$ cat src/design/kerb_pkg.sv
// ----------------------------------------------------------------------------
// Keyboard event ring buffer package
// Command codes, field widths and the control and status words that pass
// between the controller and the datapath.
// ----------------------------------------------------------------------------
package kerb_pkg;

	// Field widths fixed by the word formats.
	localparam int CMD_W   = 3;
	localparam int BYTE_W  = 8;
	localparam int WORD_W  = 16;
	localparam int FILL_W  = 5;

	typedef logic [CMD_W-1:0]  cmd_t;
	typedef logic [BYTE_W-1:0] byte_t;
	typedef logic [WORD_W-1:0] word_t;
	typedef logic [FILL_W-1:0] fill_t;

	// Command codes. Codes above shift status are no-ops.
	localparam cmd_t CMD_KEY_EVENT    = 3'd0;
	localparam cmd_t CMD_PEEK_WORD    = 3'd1;
	localparam cmd_t CMD_POP_WORD     = 3'd2;
	localparam cmd_t CMD_POP_CHAR     = 3'd3;
	localparam cmd_t CMD_SHIFT_STATUS = 3'd4;

	// Controller to datapath.
	typedef struct packed {
		logic accept;       // a request word is taken this cycle
		logic load_direct;  // load the response register from the current request
		logic load_read;    // load the response register from the ring read data
	} kerb_ctrl_t;

	// Datapath to controller.
	typedef struct packed {
		logic need_read;    // the current request reads a held word
	} kerb_stat_t;

endpackage

$ cat src/design/kerb_req_if.sv
// ----------------------------------------------------------------------------
// Keyboard request channel
// Valid/ready channel that carries one command word with its key event.
// ----------------------------------------------------------------------------
interface kerb_req_if;
	import kerb_pkg::*;

	logic  valid;
	logic  ready;
	cmd_t  command;
	logic  is_key_event;
	logic  pressed;
	byte_t key_ascii;
	byte_t key_scan;

	modport source (output valid, output command, output is_key_event, output pressed,
		output key_ascii, output key_scan, input ready);
	modport sink (input valid, input command, input is_key_event, input pressed,
		input key_ascii, input key_scan, output ready);

endinterface

$ cat src/design/kerb_rsp_if.sv
// ----------------------------------------------------------------------------
// Keyboard response channel
// Valid/ready channel that carries one response word per request.
// ----------------------------------------------------------------------------
interface kerb_rsp_if;
	import kerb_pkg::*;

	logic  valid;
	logic  ready;
	word_t read_value;
	logic  was_empty;
	logic  key_available;
	fill_t fill_level;

	modport source (output valid, output read_value, output was_empty,
		output key_available, output fill_level, input ready);
	modport sink (input valid, input read_value, input was_empty,
		input key_available, input fill_level, output ready);

endinterface

$ cat src/design/kerb_ram.sv
// ----------------------------------------------------------------------------
// Generic RAM
// One write port and one read port with registered read data.
// ----------------------------------------------------------------------------
module kerb_ram #(
	parameter int WIDTH  = 16,
	parameter int DEPTH  = 16,
	parameter int ADDR_W = $clog2(DEPTH)
) (
	input  logic              clk,
	input  logic              we,
	input  logic [ADDR_W-1:0] waddr,
	input  logic [WIDTH-1:0]  wdata,
	input  logic              re,
	input  logic [ADDR_W-1:0] raddr,
	output logic [WIDTH-1:0]  rdata
);

	logic [WIDTH-1:0] mem_q [DEPTH];

	// Write port.
	always_ff @(posedge clk) begin
		if (we) begin
			mem_q[waddr] <= wdata;
		end
	end

	// Registered read port.
	always_ff @(posedge clk) begin
		if (re) begin
			rdata <= mem_q[raddr];
		end
	end

endmodule

$ cat src/design/kerb_ctrl.sv
// ----------------------------------------------------------------------------
// Keyboard buffer controller
// Sequences each request word through an optional ring read and owns the
// handshakes of both channels.
// ----------------------------------------------------------------------------
module kerb_ctrl (
	input  logic                clk,
	input  logic                arst_n,
	input  logic                req_valid,
	output logic                req_ready,
	output logic                rsp_valid,
	input  logic                rsp_ready,
	input  kerb_pkg::kerb_stat_t stat,
	output kerb_pkg::kerb_ctrl_t ctrl
);
	import kerb_pkg::*;

	typedef enum logic {
		ST_IDLE,
		ST_READ
	} state_t;

	state_t state_q;
	logic   rsp_valid_q;
	logic   accept;

	// In the idle state a new word is taken when the response register is free or drains now.
	assign req_ready = (state_q == ST_IDLE) && (!rsp_valid_q || rsp_ready);
	assign accept    = req_valid && req_ready;
	assign rsp_valid = rsp_valid_q;

	// Commands to the datapath.
	always_comb begin
		ctrl.accept      = accept;
		ctrl.load_direct = accept && !stat.need_read;
		ctrl.load_read   = (state_q == ST_READ);
	end

	// State and response valid.
	always_ff @(posedge clk or negedge arst_n) begin
		if (!arst_n) begin
			state_q     <= ST_IDLE;
			rsp_valid_q <= 1'b0;
		end else begin
			case (state_q)
				ST_IDLE: begin
					if (rsp_valid_q && rsp_ready) begin
						rsp_valid_q <= 1'b0;
					end
					if (accept) begin
						if (stat.need_read) begin
							state_q <= ST_READ;
						end else begin
							rsp_valid_q <= 1'b1;
						end
					end
				end
				ST_READ: begin
					// The response register was freed when the word was taken.
					rsp_valid_q <= 1'b1;
					state_q     <= ST_IDLE;
				end
				default: begin
					state_q <= ST_IDLE;
				end
			endcase
		end
	end

endmodule

$ cat src/design/kerb_dp.sv
// ----------------------------------------------------------------------------
// Keyboard buffer datapath
// Ring pointers, held count, key word storage and the response register.
// ----------------------------------------------------------------------------
module kerb_dp #(
	parameter int RING_DEPTH = 16
) (
	input  logic                 clk,
	input  logic                 arst_n,
	input  kerb_pkg::cmd_t       command,
	input  logic                 is_key_event,
	input  logic                 pressed,
	input  kerb_pkg::byte_t      key_ascii,
	input  kerb_pkg::byte_t      key_scan,
	input  kerb_pkg::kerb_ctrl_t ctrl,
	output kerb_pkg::kerb_stat_t stat,
	output kerb_pkg::word_t      read_value,
	output logic                 was_empty,
	output logic                 key_available,
	output kerb_pkg::fill_t      fill_level
);
	import kerb_pkg::*;

	localparam int PTR_W = (RING_DEPTH > 1) ? $clog2(RING_DEPTH) : 1;
	localparam int CNT_W = $clog2(RING_DEPTH + 1);

	logic [PTR_W-1:0] wr_ptr_q;
	logic [PTR_W-1:0] rd_ptr_q;
	logic [CNT_W-1:0] cnt_q;
	logic [CNT_W-1:0] cnt_d;
	cmd_t             cmd_q;

	word_t            key_word;
	word_t            ram_rdata;
	logic             is_read_cmd;
	logic             is_pop_cmd;
	logic             ring_empty;
	logic             ring_full;
	logic             push;
	logic             pop;
	logic [CNT_W+FILL_W-1:0] cnt_ext_d;
	logic [CNT_W+FILL_W-1:0] cnt_ext_q;

	word_t            value_q;
	logic             empty_q;
	logic             avail_q;
	fill_t            fill_q;

	function automatic logic [PTR_W-1:0] ptr_next(input logic [PTR_W-1:0] p);
		if (p == PTR_W'(RING_DEPTH - 1)) begin
			return '0;
		end
		return p + 1'b1;
	endfunction

	// Decode the request word.
	assign key_word    = {key_scan, key_ascii};
	assign ring_empty  = (cnt_q == '0);
	assign ring_full   = (cnt_q == CNT_W'(RING_DEPTH));
	assign is_pop_cmd  = (command == CMD_POP_WORD) || (command == CMD_POP_CHAR);
	assign is_read_cmd = (command == CMD_PEEK_WORD) || is_pop_cmd;
	assign push        = (command == CMD_KEY_EVENT) && is_key_event && pressed
		&& (key_word != '0);
	assign pop         = is_pop_cmd && !ring_empty;

	assign stat.need_read = is_read_cmd && !ring_empty;

	// Held count after the step. A push into a full ring drops the oldest word.
	always_comb begin
		cnt_d = cnt_q;
		if (push && !ring_full) begin
			cnt_d = cnt_q + 1'b1;
		end else if (pop) begin
			cnt_d = cnt_q - 1'b1;
		end
	end

	assign cnt_ext_d = {{FILL_W{1'b0}}, cnt_d};
	assign cnt_ext_q = {{FILL_W{1'b0}}, cnt_q};

	// Pointers, count and the command of a word waiting on the ring read.
	always_ff @(posedge clk or negedge arst_n) begin
		if (!arst_n) begin
			wr_ptr_q <= '0;
			rd_ptr_q <= '0;
			cnt_q    <= '0;
			cmd_q    <= CMD_KEY_EVENT;
		end else if (ctrl.accept) begin
			cmd_q <= command;
			cnt_q <= cnt_d;
			if (push) begin
				wr_ptr_q <= ptr_next(wr_ptr_q);
				if (ring_full) begin
					rd_ptr_q <= ptr_next(rd_ptr_q);
				end
			end else if (pop) begin
				rd_ptr_q <= ptr_next(rd_ptr_q);
			end
		end
	end

	// Key word storage, read at the oldest word.
	kerb_ram #(
		.WIDTH (WORD_W),
		.DEPTH (RING_DEPTH),
		.ADDR_W(PTR_W)
	) u_ram (
		.clk  (clk),
		.we   (ctrl.accept && push),
		.waddr(wr_ptr_q),
		.wdata(key_word),
		.re   (ctrl.accept && stat.need_read),
		.raddr(rd_ptr_q),
		.rdata(ram_rdata)
	);

	// Response register. After a read the count register already holds the
	// level after the step.
	always_ff @(posedge clk) begin
		if (ctrl.load_direct) begin
			value_q <= '0;
			empty_q <= is_read_cmd && ring_empty;
			avail_q <= (cnt_d != '0);
			fill_q  <= cnt_ext_d[FILL_W-1:0];
		end else if (ctrl.load_read) begin
			if (cmd_q == CMD_POP_CHAR) begin
				if (ram_rdata[BYTE_W-1:0] != '0) begin
					value_q <= {{BYTE_W{1'b0}}, ram_rdata[BYTE_W-1:0]};
				end else begin
					value_q <= {{BYTE_W{1'b0}}, ram_rdata[WORD_W-1:BYTE_W]};
				end
			end else begin
				value_q <= ram_rdata;
			end
			empty_q <= 1'b0;
			avail_q <= (cnt_q != '0);
			fill_q  <= cnt_ext_q[FILL_W-1:0];
		end
	end

	assign read_value    = value_q;
	assign was_empty     = empty_q;
	assign key_available = avail_q;
	assign fill_level    = fill_q;

endmodule

$ cat src/design/keyboard_event_ring_buffer.sv
// ----------------------------------------------------------------------------
// Keyboard event ring buffer
// BIOS-style keyboard buffer that overwrites its oldest key word when full.
// ----------------------------------------------------------------------------
// Each request word yields exactly one response word. Key events, shift
// status, no-op codes and any peek or pop on an empty ring load the response
// register: the response appears in the cycle after the request is taken, and
// the next request can be taken in that same cycle. A peek or pop that finds a
// word waits in a read state, as the key words sit in a RAM with registered
// read data; the request side is not ready in that state. A new request is
// taken only while the response register is empty or while its word is taken
// in that same cycle, so a stalled response holds off the requests. The key
// word RAM is not cleared; only written entries are ever read.
module keyboard_event_ring_buffer #(
	parameter int RING_DEPTH = 16
) (
	input  logic         clk,
	input  logic         arst_n,
	kerb_req_if.sink     req,
	kerb_rsp_if.source   rsp
);
	import kerb_pkg::*;

	kerb_ctrl_t ctrl;
	kerb_stat_t stat;

	// Handshake sequencing.
	kerb_ctrl u_ctrl (
		.clk      (clk),
		.arst_n   (arst_n),
		.req_valid(req.valid),
		.req_ready(req.ready),
		.rsp_valid(rsp.valid),
		.rsp_ready(rsp.ready),
		.stat     (stat),
		.ctrl     (ctrl)
	);

	// Ring storage and response formatting.
	kerb_dp #(
		.RING_DEPTH(RING_DEPTH)
	) u_dp (
		.clk          (clk),
		.arst_n       (arst_n),
		.command      (req.command),
		.is_key_event (req.is_key_event),
		.pressed      (req.pressed),
		.key_ascii    (req.key_ascii),
		.key_scan     (req.key_scan),
		.ctrl         (ctrl),
		.stat         (stat),
		.read_value   (rsp.read_value),
		.was_empty    (rsp.was_empty),
		.key_available(rsp.key_available),
		.fill_level   (rsp.fill_level)
	);

endmodule

$ cat src/flat_wrapper.sv
// flat-port wrapper written by rule: the top's interface ports become plain ports
module keyboard_event_ring_buffer_flat import kerb_pkg::*;
#(
	parameter int RING_DEPTH = 16
)
  (clk, arst_n, req_valid, req_command, req_is_key_event, req_pressed, req_key_ascii, req_key_scan, req_ready, rsp_valid, rsp_read_value, rsp_was_empty, rsp_key_available, rsp_fill_level, rsp_ready);
  kerb_req_if req_i ();
  kerb_rsp_if rsp_i ();
  input  logic clk;
  input  logic arst_n;
  input wire logic [$bits(req_i.valid)-1:0] req_valid;
  input wire logic [$bits(req_i.command)-1:0] req_command;
  input wire logic [$bits(req_i.is_key_event)-1:0] req_is_key_event;
  input wire logic [$bits(req_i.pressed)-1:0] req_pressed;
  input wire logic [$bits(req_i.key_ascii)-1:0] req_key_ascii;
  input wire logic [$bits(req_i.key_scan)-1:0] req_key_scan;
  output wire logic [$bits(req_i.ready)-1:0] req_ready;
  output wire logic [$bits(rsp_i.valid)-1:0] rsp_valid;
  output wire logic [$bits(rsp_i.read_value)-1:0] rsp_read_value;
  output wire logic [$bits(rsp_i.was_empty)-1:0] rsp_was_empty;
  output wire logic [$bits(rsp_i.key_available)-1:0] rsp_key_available;
  output wire logic [$bits(rsp_i.fill_level)-1:0] rsp_fill_level;
  input wire logic [$bits(rsp_i.ready)-1:0] rsp_ready;
  assign req_i.valid = req_valid;
  assign req_i.command = req_command;
  assign req_i.is_key_event = req_is_key_event;
  assign req_i.pressed = req_pressed;
  assign req_i.key_ascii = req_key_ascii;
  assign req_i.key_scan = req_key_scan;
  assign req_ready = req_i.ready;
  assign rsp_valid = rsp_i.valid;
  assign rsp_read_value = rsp_i.read_value;
  assign rsp_was_empty = rsp_i.was_empty;
  assign rsp_key_available = rsp_i.key_available;
  assign rsp_fill_level = rsp_i.fill_level;
  assign rsp_i.ready = rsp_ready;
  keyboard_event_ring_buffer #(.RING_DEPTH(RING_DEPTH)) u_core (.clk(clk), .arst_n(arst_n), .req(req_i), .rsp(rsp_i));
endmodule
$ cat config.mk
export PLATFORM = sky130hd
export DESIGN_NAME = keyboard_event_ring_buffer_flat
export DESIGN_NICKNAME = d
export VERILOG_FILES = /design/src/design/kerb_pkg.sv /design/src/design/kerb_req_if.sv /design/src/design/kerb_rsp_if.sv /design/src/design/kerb_ram.sv /design/src/design/kerb_ctrl.sv /design/src/design/kerb_dp.sv /design/src/design/keyboard_event_ring_buffer.sv /design/src/flat_wrapper.sv
export SDC_FILE = /design/constraint.sdc
export NUM_CORES = 1
export LEC_CHECK = 0
export BUFFER_PORTS_ARGS = -buffer_cell sky130_fd_sc_hd__buf_2
export CAP_MARGIN = 0
export CORE_MARGIN = 2
export CORE_UTILIZATION = 50
export CTS_CLUSTER_DIAMETER = 150
export DETAILED_ROUTE_END_ITERATION = 8
export PLACE_DENSITY_LB_ADDON = 0.08
export SLEW_MARGIN = 20
export SYNTH_ARGS = -nofsm -noshare
export SYNTH_HDL_FRONTEND = slang
export SYNTH_SLANG_ARGS = --single-unit
export TNS_END_PERCENT = 10
$ cat constraint.sdc
create_clock -name clk -period 9.4 [get_ports clk]
set_clock_uncertainty 0.05 [all_clocks]
set_input_delay 0.94 -clock clk [delete_from_list [all_inputs] [get_ports clk]]
set_output_delay 0.94 -clock clk [all_outputs]
set_load 0.005 [all_outputs]
# Word-level counts from Yosys, hierarchy flattened
# Memories as Yosys holds them, arrays and structs flattened. A register that Yosys moved wholly into a read port is not among the register bits.
# Cells that the tools add are included.
word_totals:
  reg_bits: 41
  ram_bits: 256
  input_bits: 25
  out_inout_bits: 25
  elab_cells: 91
  n_memories: 1
classes:
  add_sub_neg: 4
  eq_ne: 8
  n_mux: 37
  bitwise: 1
  n_reduce_logical: 30
mem_list:
  columns: ["name", "words", "word_bits", "rd", "rd_ports_with_merged_regs", "wr", "line", "source"]
  rows:
  - ["u_core.u_dp.u_ram.mem_q", 16, 16, 1, 1, 1, "kerb_ram.sv:19", "logic [WIDTH-1:0] mem_q [DEPTH];"]
op_table:
  columns: ["operator", "n"]
  rows:
  - ["4-bit 2-to-1 mux", 8]
  - ["1-bit 2-to-1 mux", 21]
  - ["5-bit 2-to-1 mux", 4]
  - ["16-bit 2-to-1 mux", 1]
  - ["16-bit nonzero test", 1]
  - ["1-bit logical AND", 13]
  - ["5-bit nonzero test", 2]
  - ["3-bit by 2-bit equality test with 1-bit output (second input constant)", 3]
  - ["4-bit by 1-bit adder with 4-bit output (second input constant)", 2]
  - ["4-bit equality test (second input constant)", 2]
  - ["8-bit 2-to-1 mux", 1]
  - ["8-bit nonzero test", 1]
  - ["5-bit by 1-bit adder with 5-bit output (second input constant)", 1]
  - ["5-bit equality test (second input constant)", 1]
  - ["5-bit logical NOT", 1]
  - ["5-bit by 1-bit subtractor with 5-bit output (second input constant)", 1]
  - ["1-bit logical NOT", 4]
  - ["1-bit case mux with 2 select lines", 2]
  - ["2-bit nonzero test", 2]
  - ["3-bit by 1-bit equality test with 1-bit output (second input constant)", 1]
  - ["3-bit logical NOT", 1]
  - ["1-bit logical OR", 3]
  - ["3-bit AND reduction", 1]
  - ["2-bit != test (second input constant)", 1]
  - ["2 further kinds", 2]

# Depth between registers and ports, before layout
logic_depth:
  word_depth: 9
  depth_mapped: 9
  ltp_nobuf: 8

# Cells and area by module
# A second synthesis with hierarchy kept.
unflattened:
  cells_unflattened: 629
  hier_area_um2: 12256.8
modules_own_cells:
  columns: ["mod", "n_inst", "cells_per_inst", "area_each_um2", "seq_area_each_um2"]
  rows:
  - ["kerb_ram", 1, 432, 10202.3, 8167.8]
  - ["kerb_dp", 1, 185, 1931.9, 930.9]
  - ["kerb_ctrl", 1, 12, 122.6, 50.0]

# Worst setup path after synthesis
# No wires, ideal clock.
synth_timing:
  path_type: "input to register"
  start: "in req_command[0]"
  end: "mem u_core.u_dp.u_ram.mem_q[7][0] (enable)"
  setup_time_ns: 0.413
  t_arrival_ns: 3.040
  t_required_ns: 8.937
  setup_slack_ns: 5.897
  stages: 6
  n_path_buf: 1
  cell_sequence: "nor2_4 -> nand4b_4 -> nor3_1 -> buf_2 -> nand2_1 -> nor3b_1"
synth_between:
  elab_chain_cells: 7
synth_lines:
  columns: ["item", "line", "source"]
  rows:
  - ["start: declaration", "flat_wrapper.sv:12", "input wire logic [$bits(req_i.command)-1:0] req_command;"]
  - ["3-bit logical NOT", "kerb_dp.sv:62", "assign push = (command == CMD_KEY_EVENT) && is_key_event && pressed"]
  - ["1-bit logical AND (2 in series)", "kerb_dp.sv:62", null]
  - ["1-bit logical AND", "kerb_dp.sv:63", "&& (key_word != '0);"]
  - ["1-bit logical AND", "kerb_dp.sv:109", ".we (ctrl.accept && push),"]
  - ["1-bit 2-to-1 mux", "kerb_ram.sv:23", "if (we) begin"]
  - ["1-bit 2-to-1 mux (not written as such)", "kerb_ram.sv:24", "mem_q[waddr] <= wdata;"]
  - ["end: declaration", "kerb_ram.sv:19", null]
# Every way passes these cells.

# Final worst setup path
layout_timing:
  start: "reg u_core.u_ctrl.state_q"
  end: "mem u_core.u_dp.u_ram.mem_q[11][2] (enable)"
layout_between:
  elab_chain_cells: 6
layout_lines:
  columns: ["item", "line", "source"]
  rows:
  - ["start: declaration", "kerb_ctrl.sv:23", "state_t state_q;"]
  - ["start signal: assignment", "kerb_ctrl.sv:42", "state_q <= ST_IDLE;"]
  - ["start signal: assignment", "kerb_ctrl.sv:52", "state_q <= ST_READ;"]
  - ["start signal: assignment", "kerb_ctrl.sv:61", "state_q <= ST_IDLE;"]
  - ["1-bit inverter", null, null]
  - ["1-bit logical AND", "kerb_ctrl.sv:28", "assign req_ready = (state_q == ST_IDLE) && (!rsp_valid_q || rsp_ready);"]
  - ["1-bit logical AND", "kerb_ctrl.sv:29", "assign accept = req_valid && req_ready;"]
  - ["1-bit logical AND", "kerb_dp.sv:109", null]
  - ["1-bit 2-to-1 mux", "kerb_ram.sv:23", null]
  - ["1-bit 2-to-1 mux (not written as such)", "kerb_ram.sv:24", null]
# Every way passes these cells.

==> impl_metrics.py <==
metrics = {
    "clock_network": {
        "cts-root-buf": "clkbuf_16",
        "cts.path.max_buffers": 3,
        "post_cts_buffers": 0,
        "numCtsBuffers": 34,
        "cts_tree": "built",
        "htree_levels": 2,
        "clkTransAtPathRegs_ns": 0.06,
        "cts_sinks": 313,
        "clk_latency_ns": 0.51,
        "ctsResizeCount": 0,
        "cts_hold_buf": 0,
    },
    "sta": {
        "fmax_mhz": 251,
        "drv_slew": 0,
        "final.period_utilization_pct": 42.4,
        "setup_tns_ns": 0,
        "setup_viol": 0,
        "hold_viol_final": 0,
        "rsz0062_at_grt": "no",
        "slew_headroom_pct": 24.1,
        "tightest_slew_ns": 1.14,
        "fin_crit_ns": 3.99,
    },
    "synthesis": {
        "synth-seq-area-share_pct": 73.2,
        "syn_area_um2": 12500,
        "syn-num-nets": 777,
        "yosysTopAreaCell": "edfxtp_1",
        "synth_top_area_share_pct": 67.0,
        "ys_seq_elements": 313,
        "yosysUniqueCellTypes": 56,
        "synth_edf_count": 279,
        "syn_avg_cell_area_um2": 16.8,
        "yosysWarnings": 0,
        "synth_top_cells_by_area": "edfxtp_1 67%, mux4_2 5.8%, mux2i_1 4.2%, dfrtp_1 3.6%, dfxtp_1 2.6%",
        "ys_async_sr_fraction_pct": 5.75,
        "synth_flop_cell": "edfxtp_1",
        "synth_cells": 745,
    },
    "setup_path": {
        "r2r_slack_ns": 5.41,
        "crit_type": "reg -> reg",
        "worst_setup_path_start_kind": "flip-flop",
        "cp.arrival_ns": 4.14,
        "cp_slowest_stage_delay_ns": 0.76,
        "crit_start": "u_core.u_ctrl.state_q",
        "end_kind": "flip-flop",
        "critPathRequiredTime_ns": 9.55,
        "crit_chain": "inv_1 > o211ai_1 > buf_4 > nor3_1 > nand2_1 > nor3b_2 > buf_4",
        "crit_path_top_delay_cell": "nor3_1",
        "rr_endpoint": "u_core.u_dp.u_ram.mem_q[11][2]",
        "r2r-start": "u_core.u_ctrl.state_q",
        "critPathMostFrequentCell": "buf_4",
        "crit_fanout": 25,
        "crit_end": "u_core.u_dp.u_ram.mem_q[11][2]",
        "rr_worst_depth": 7,
    },
    "global_route": {
        "gr-usage-met2_pct": 35.5,
        "busiest_layer": "met2",
        "grt_pass1_wl_um": 41000,
        "grt_use_met3_pct": 3.06,
        "grt_pass1_vias": 6729,
        "grt_max_degree": 55,
        "gr-usage-all-layers_pct": 21.2,
        "grt.overflow.total": 0,
        "grt_use_met1_pct": 29.2,
        "antenna_found_initial": 1,
    },
    "floorplan": {
        "ios": 50,
        "initial_utilization_pct": 51.1,
        "rows": 57,
        "fp.dieW_um": 162,
        "dieHeight_um": 162,
        "dieArea_um2": 26300,
        "core-area_um2": 24500,
    },
    "detailed_routing": {
        "drc_errors": 0,
        "via_count": 6735,
        "drtIter0Drc": 609,
        "dr.pass1.iters": 5,
        "ant_nets": 0,
        "vias_per_cell": 5.86,
        "wl_per_cell_um": 23.6,
        "wl_um": 27200,
    },
    "worst_hold_path": {
        "hold_class": "in -> async",
    },
    "final_layout": {
        "num_antenna_cells": 0,
        "nets": 833,
        "drive_gt1_share_pct": 21.7,
        "area_growth_pct": 13.4,
    },
    "pwr": {
        "power_uw": 3920,
        "powerDensity_nw_per_um2": 277,
        "vdd_drop_max_v": 0.000161,
        "p_leak_uw": 0.00482,
    },
    "placed_design": {
        "place_hpwl_um": 16100,
        "io_buffers": 49,
        "place_congestion": 0.795,
    },
    "run": {
        "cap_violations": 0,
    },
    "outcome": {
        "outcome": "finished, final reports clean",
    },
}
==> power breakdown <==
group	total, uW	leakage, uW	internal [uW]	switching (uW)
clock network	1260	0.000528	746	510
logic	917	0.00143	405	512
registers	1750	0.00286	1620	127
total	3920	0.00482	2770	1150
==> per-stage QoR <==
stage                     util (%)  cells  worst slack, ns  area [um2]  hold WS [ns]
after global placement        53.6   1089             5.24       13100         0.396
after detailed placement      53.6   1089             5.09       13100         0.404
after global routing          57.9   1150             5.04       14200         0.365
after CTS                     57.9   1150             5.42       14200         0.345
after floorplan                  -    745             5.90       12500         0.408
final                         57.9   1150             5.41       14200         0.347
==> registers in the layout (all words and copies together), names as in the netlist <==
register                   cells
u_core.u_ctrl.state_q          1
u_core.u_dp.u_ram.rdata       16
u_core.u_dp.key_available      1
u_core.u_dp.u_ram.mem_q      256
u_core.u_dp.cnt_q              5
u_core.u_dp.was_empty          1
u_core.u_dp.read_value        16
u_core.u_dp.cmd_q              3
u_core.u_dp.wr_ptr_q           4
u_core.u_ctrl.rsp_valid        1
u_core.u_dp.rd_ptr_q           4
u_core.u_dp.fill_level         5
==> cell type report <==
cell class | instances | area (um2)
clock buffers | 45 | 963
clock inverters | 16 | 98.8
fillers | 1854 | 10300
inverters | 7 | 26.3
multi-input cells | 382 | 3180
flip-flops and latches | 313 | 9150
well taps | 324 | 405
repair buffers | 63 | 350
==> worst max-delay path, delay by kind of cell, from the launching register on <==
| family | cells | cell delay, ns |
|---|---|---|
| AO/OA/AOI/OAI | 1 | 0.14 |
| AND/OR/NAND/NOR | 3 | 1.88 |
| buffers and inverters | 3 | 0.97 |
| flip-flops | 1 | 0.63 |
==> cell usage after synthesis, drive strengths merged (2+ instances only) <==
| cell | instances |
|---|---|
| buf | 17 |
| dfrtp | 18 |
| a221oi | 16 |
| and2 | 10 |
| nor2 | 23 |
| nor3b | 3 |
| o21ai | 39 |
| mux2i | 53 |
| o31a | 2 |
| nand3b | 2 |
| a21oi | 40 |
| dfxtp | 16 |
| edfxtp | 279 |
| nor4 | 9 |
| and4 | 4 |
| a211oi | 8 |
| inv | 7 |
| clkbuf | 26 |
| nand3 | 13 |
| nand2 | 50 |
| nor3 | 8 |
| xnor2 | 4 |
| xor2 | 2 |
| o21a | 2 |
| mux2 | 19 |
| nand4b | 2 |
| mux4 | 32 |
| a22oi | 16 |
| ha | 7 |
==> routing by layer <==
metal	vias to the layer above	part of all wire, %
met5	-	0
met4	0	2.3
met3	49	4.5
met2	167	49
met1	3451	44
li1	3068	-
==> placed cells by master (no fill, tap or decap), types with 16 or more instances in the layout <==
master,synthesis,layout
dfrtp_1,18,17
mux4_2,32,32
dfxtp_1,16,16
o21ai_0,37,37
mux2i_1,53,53
a221oi_1,16,16
a22oi_1,16,16
nor2_1,21,20
a21oi_1,40,40
edfxtp_1,279,279
nand2_1,49,49
clkbuf_16,0,35
mux2_2,17,17
buf_2,15,49
==> cells by family after synthesis <==
group           after synthesis  share of synthesized area, %
flops                       313                          73.2
compound gates              133                          6.70
simple gates                132                          5.60
mux                         104                          11.7
buf+inv                      50                          1.68
fa+ha+maj                     7                         0.701
xor+xnor                      6                         0.420
==> worst min path at each step <==
| stage | startpoint | to | cells after the start |
|---|---|---|---|
| after global placement | u_core.u_dp.read_value[9] | u_core.u_dp.read_value[9] | 2 |
| after detailed placement | u_core.u_dp.read_value[15] | u_core.u_dp.read_value[15] | 2 |
| after CTS | arst_n | u_core.u_dp.wr_ptr_q[2] | 1 |
| final | arst_n | u_core.u_dp.wr_ptr_q[2] | 1 |
| after floorplan | u_core.u_dp.read_value[10] | u_core.u_dp.read_value[10] | 2 |
| after global routing | arst_n | u_core.u_dp.wr_ptr_q[2] | 1 |
Note: power is estimated with default switching activity, not from simulation.
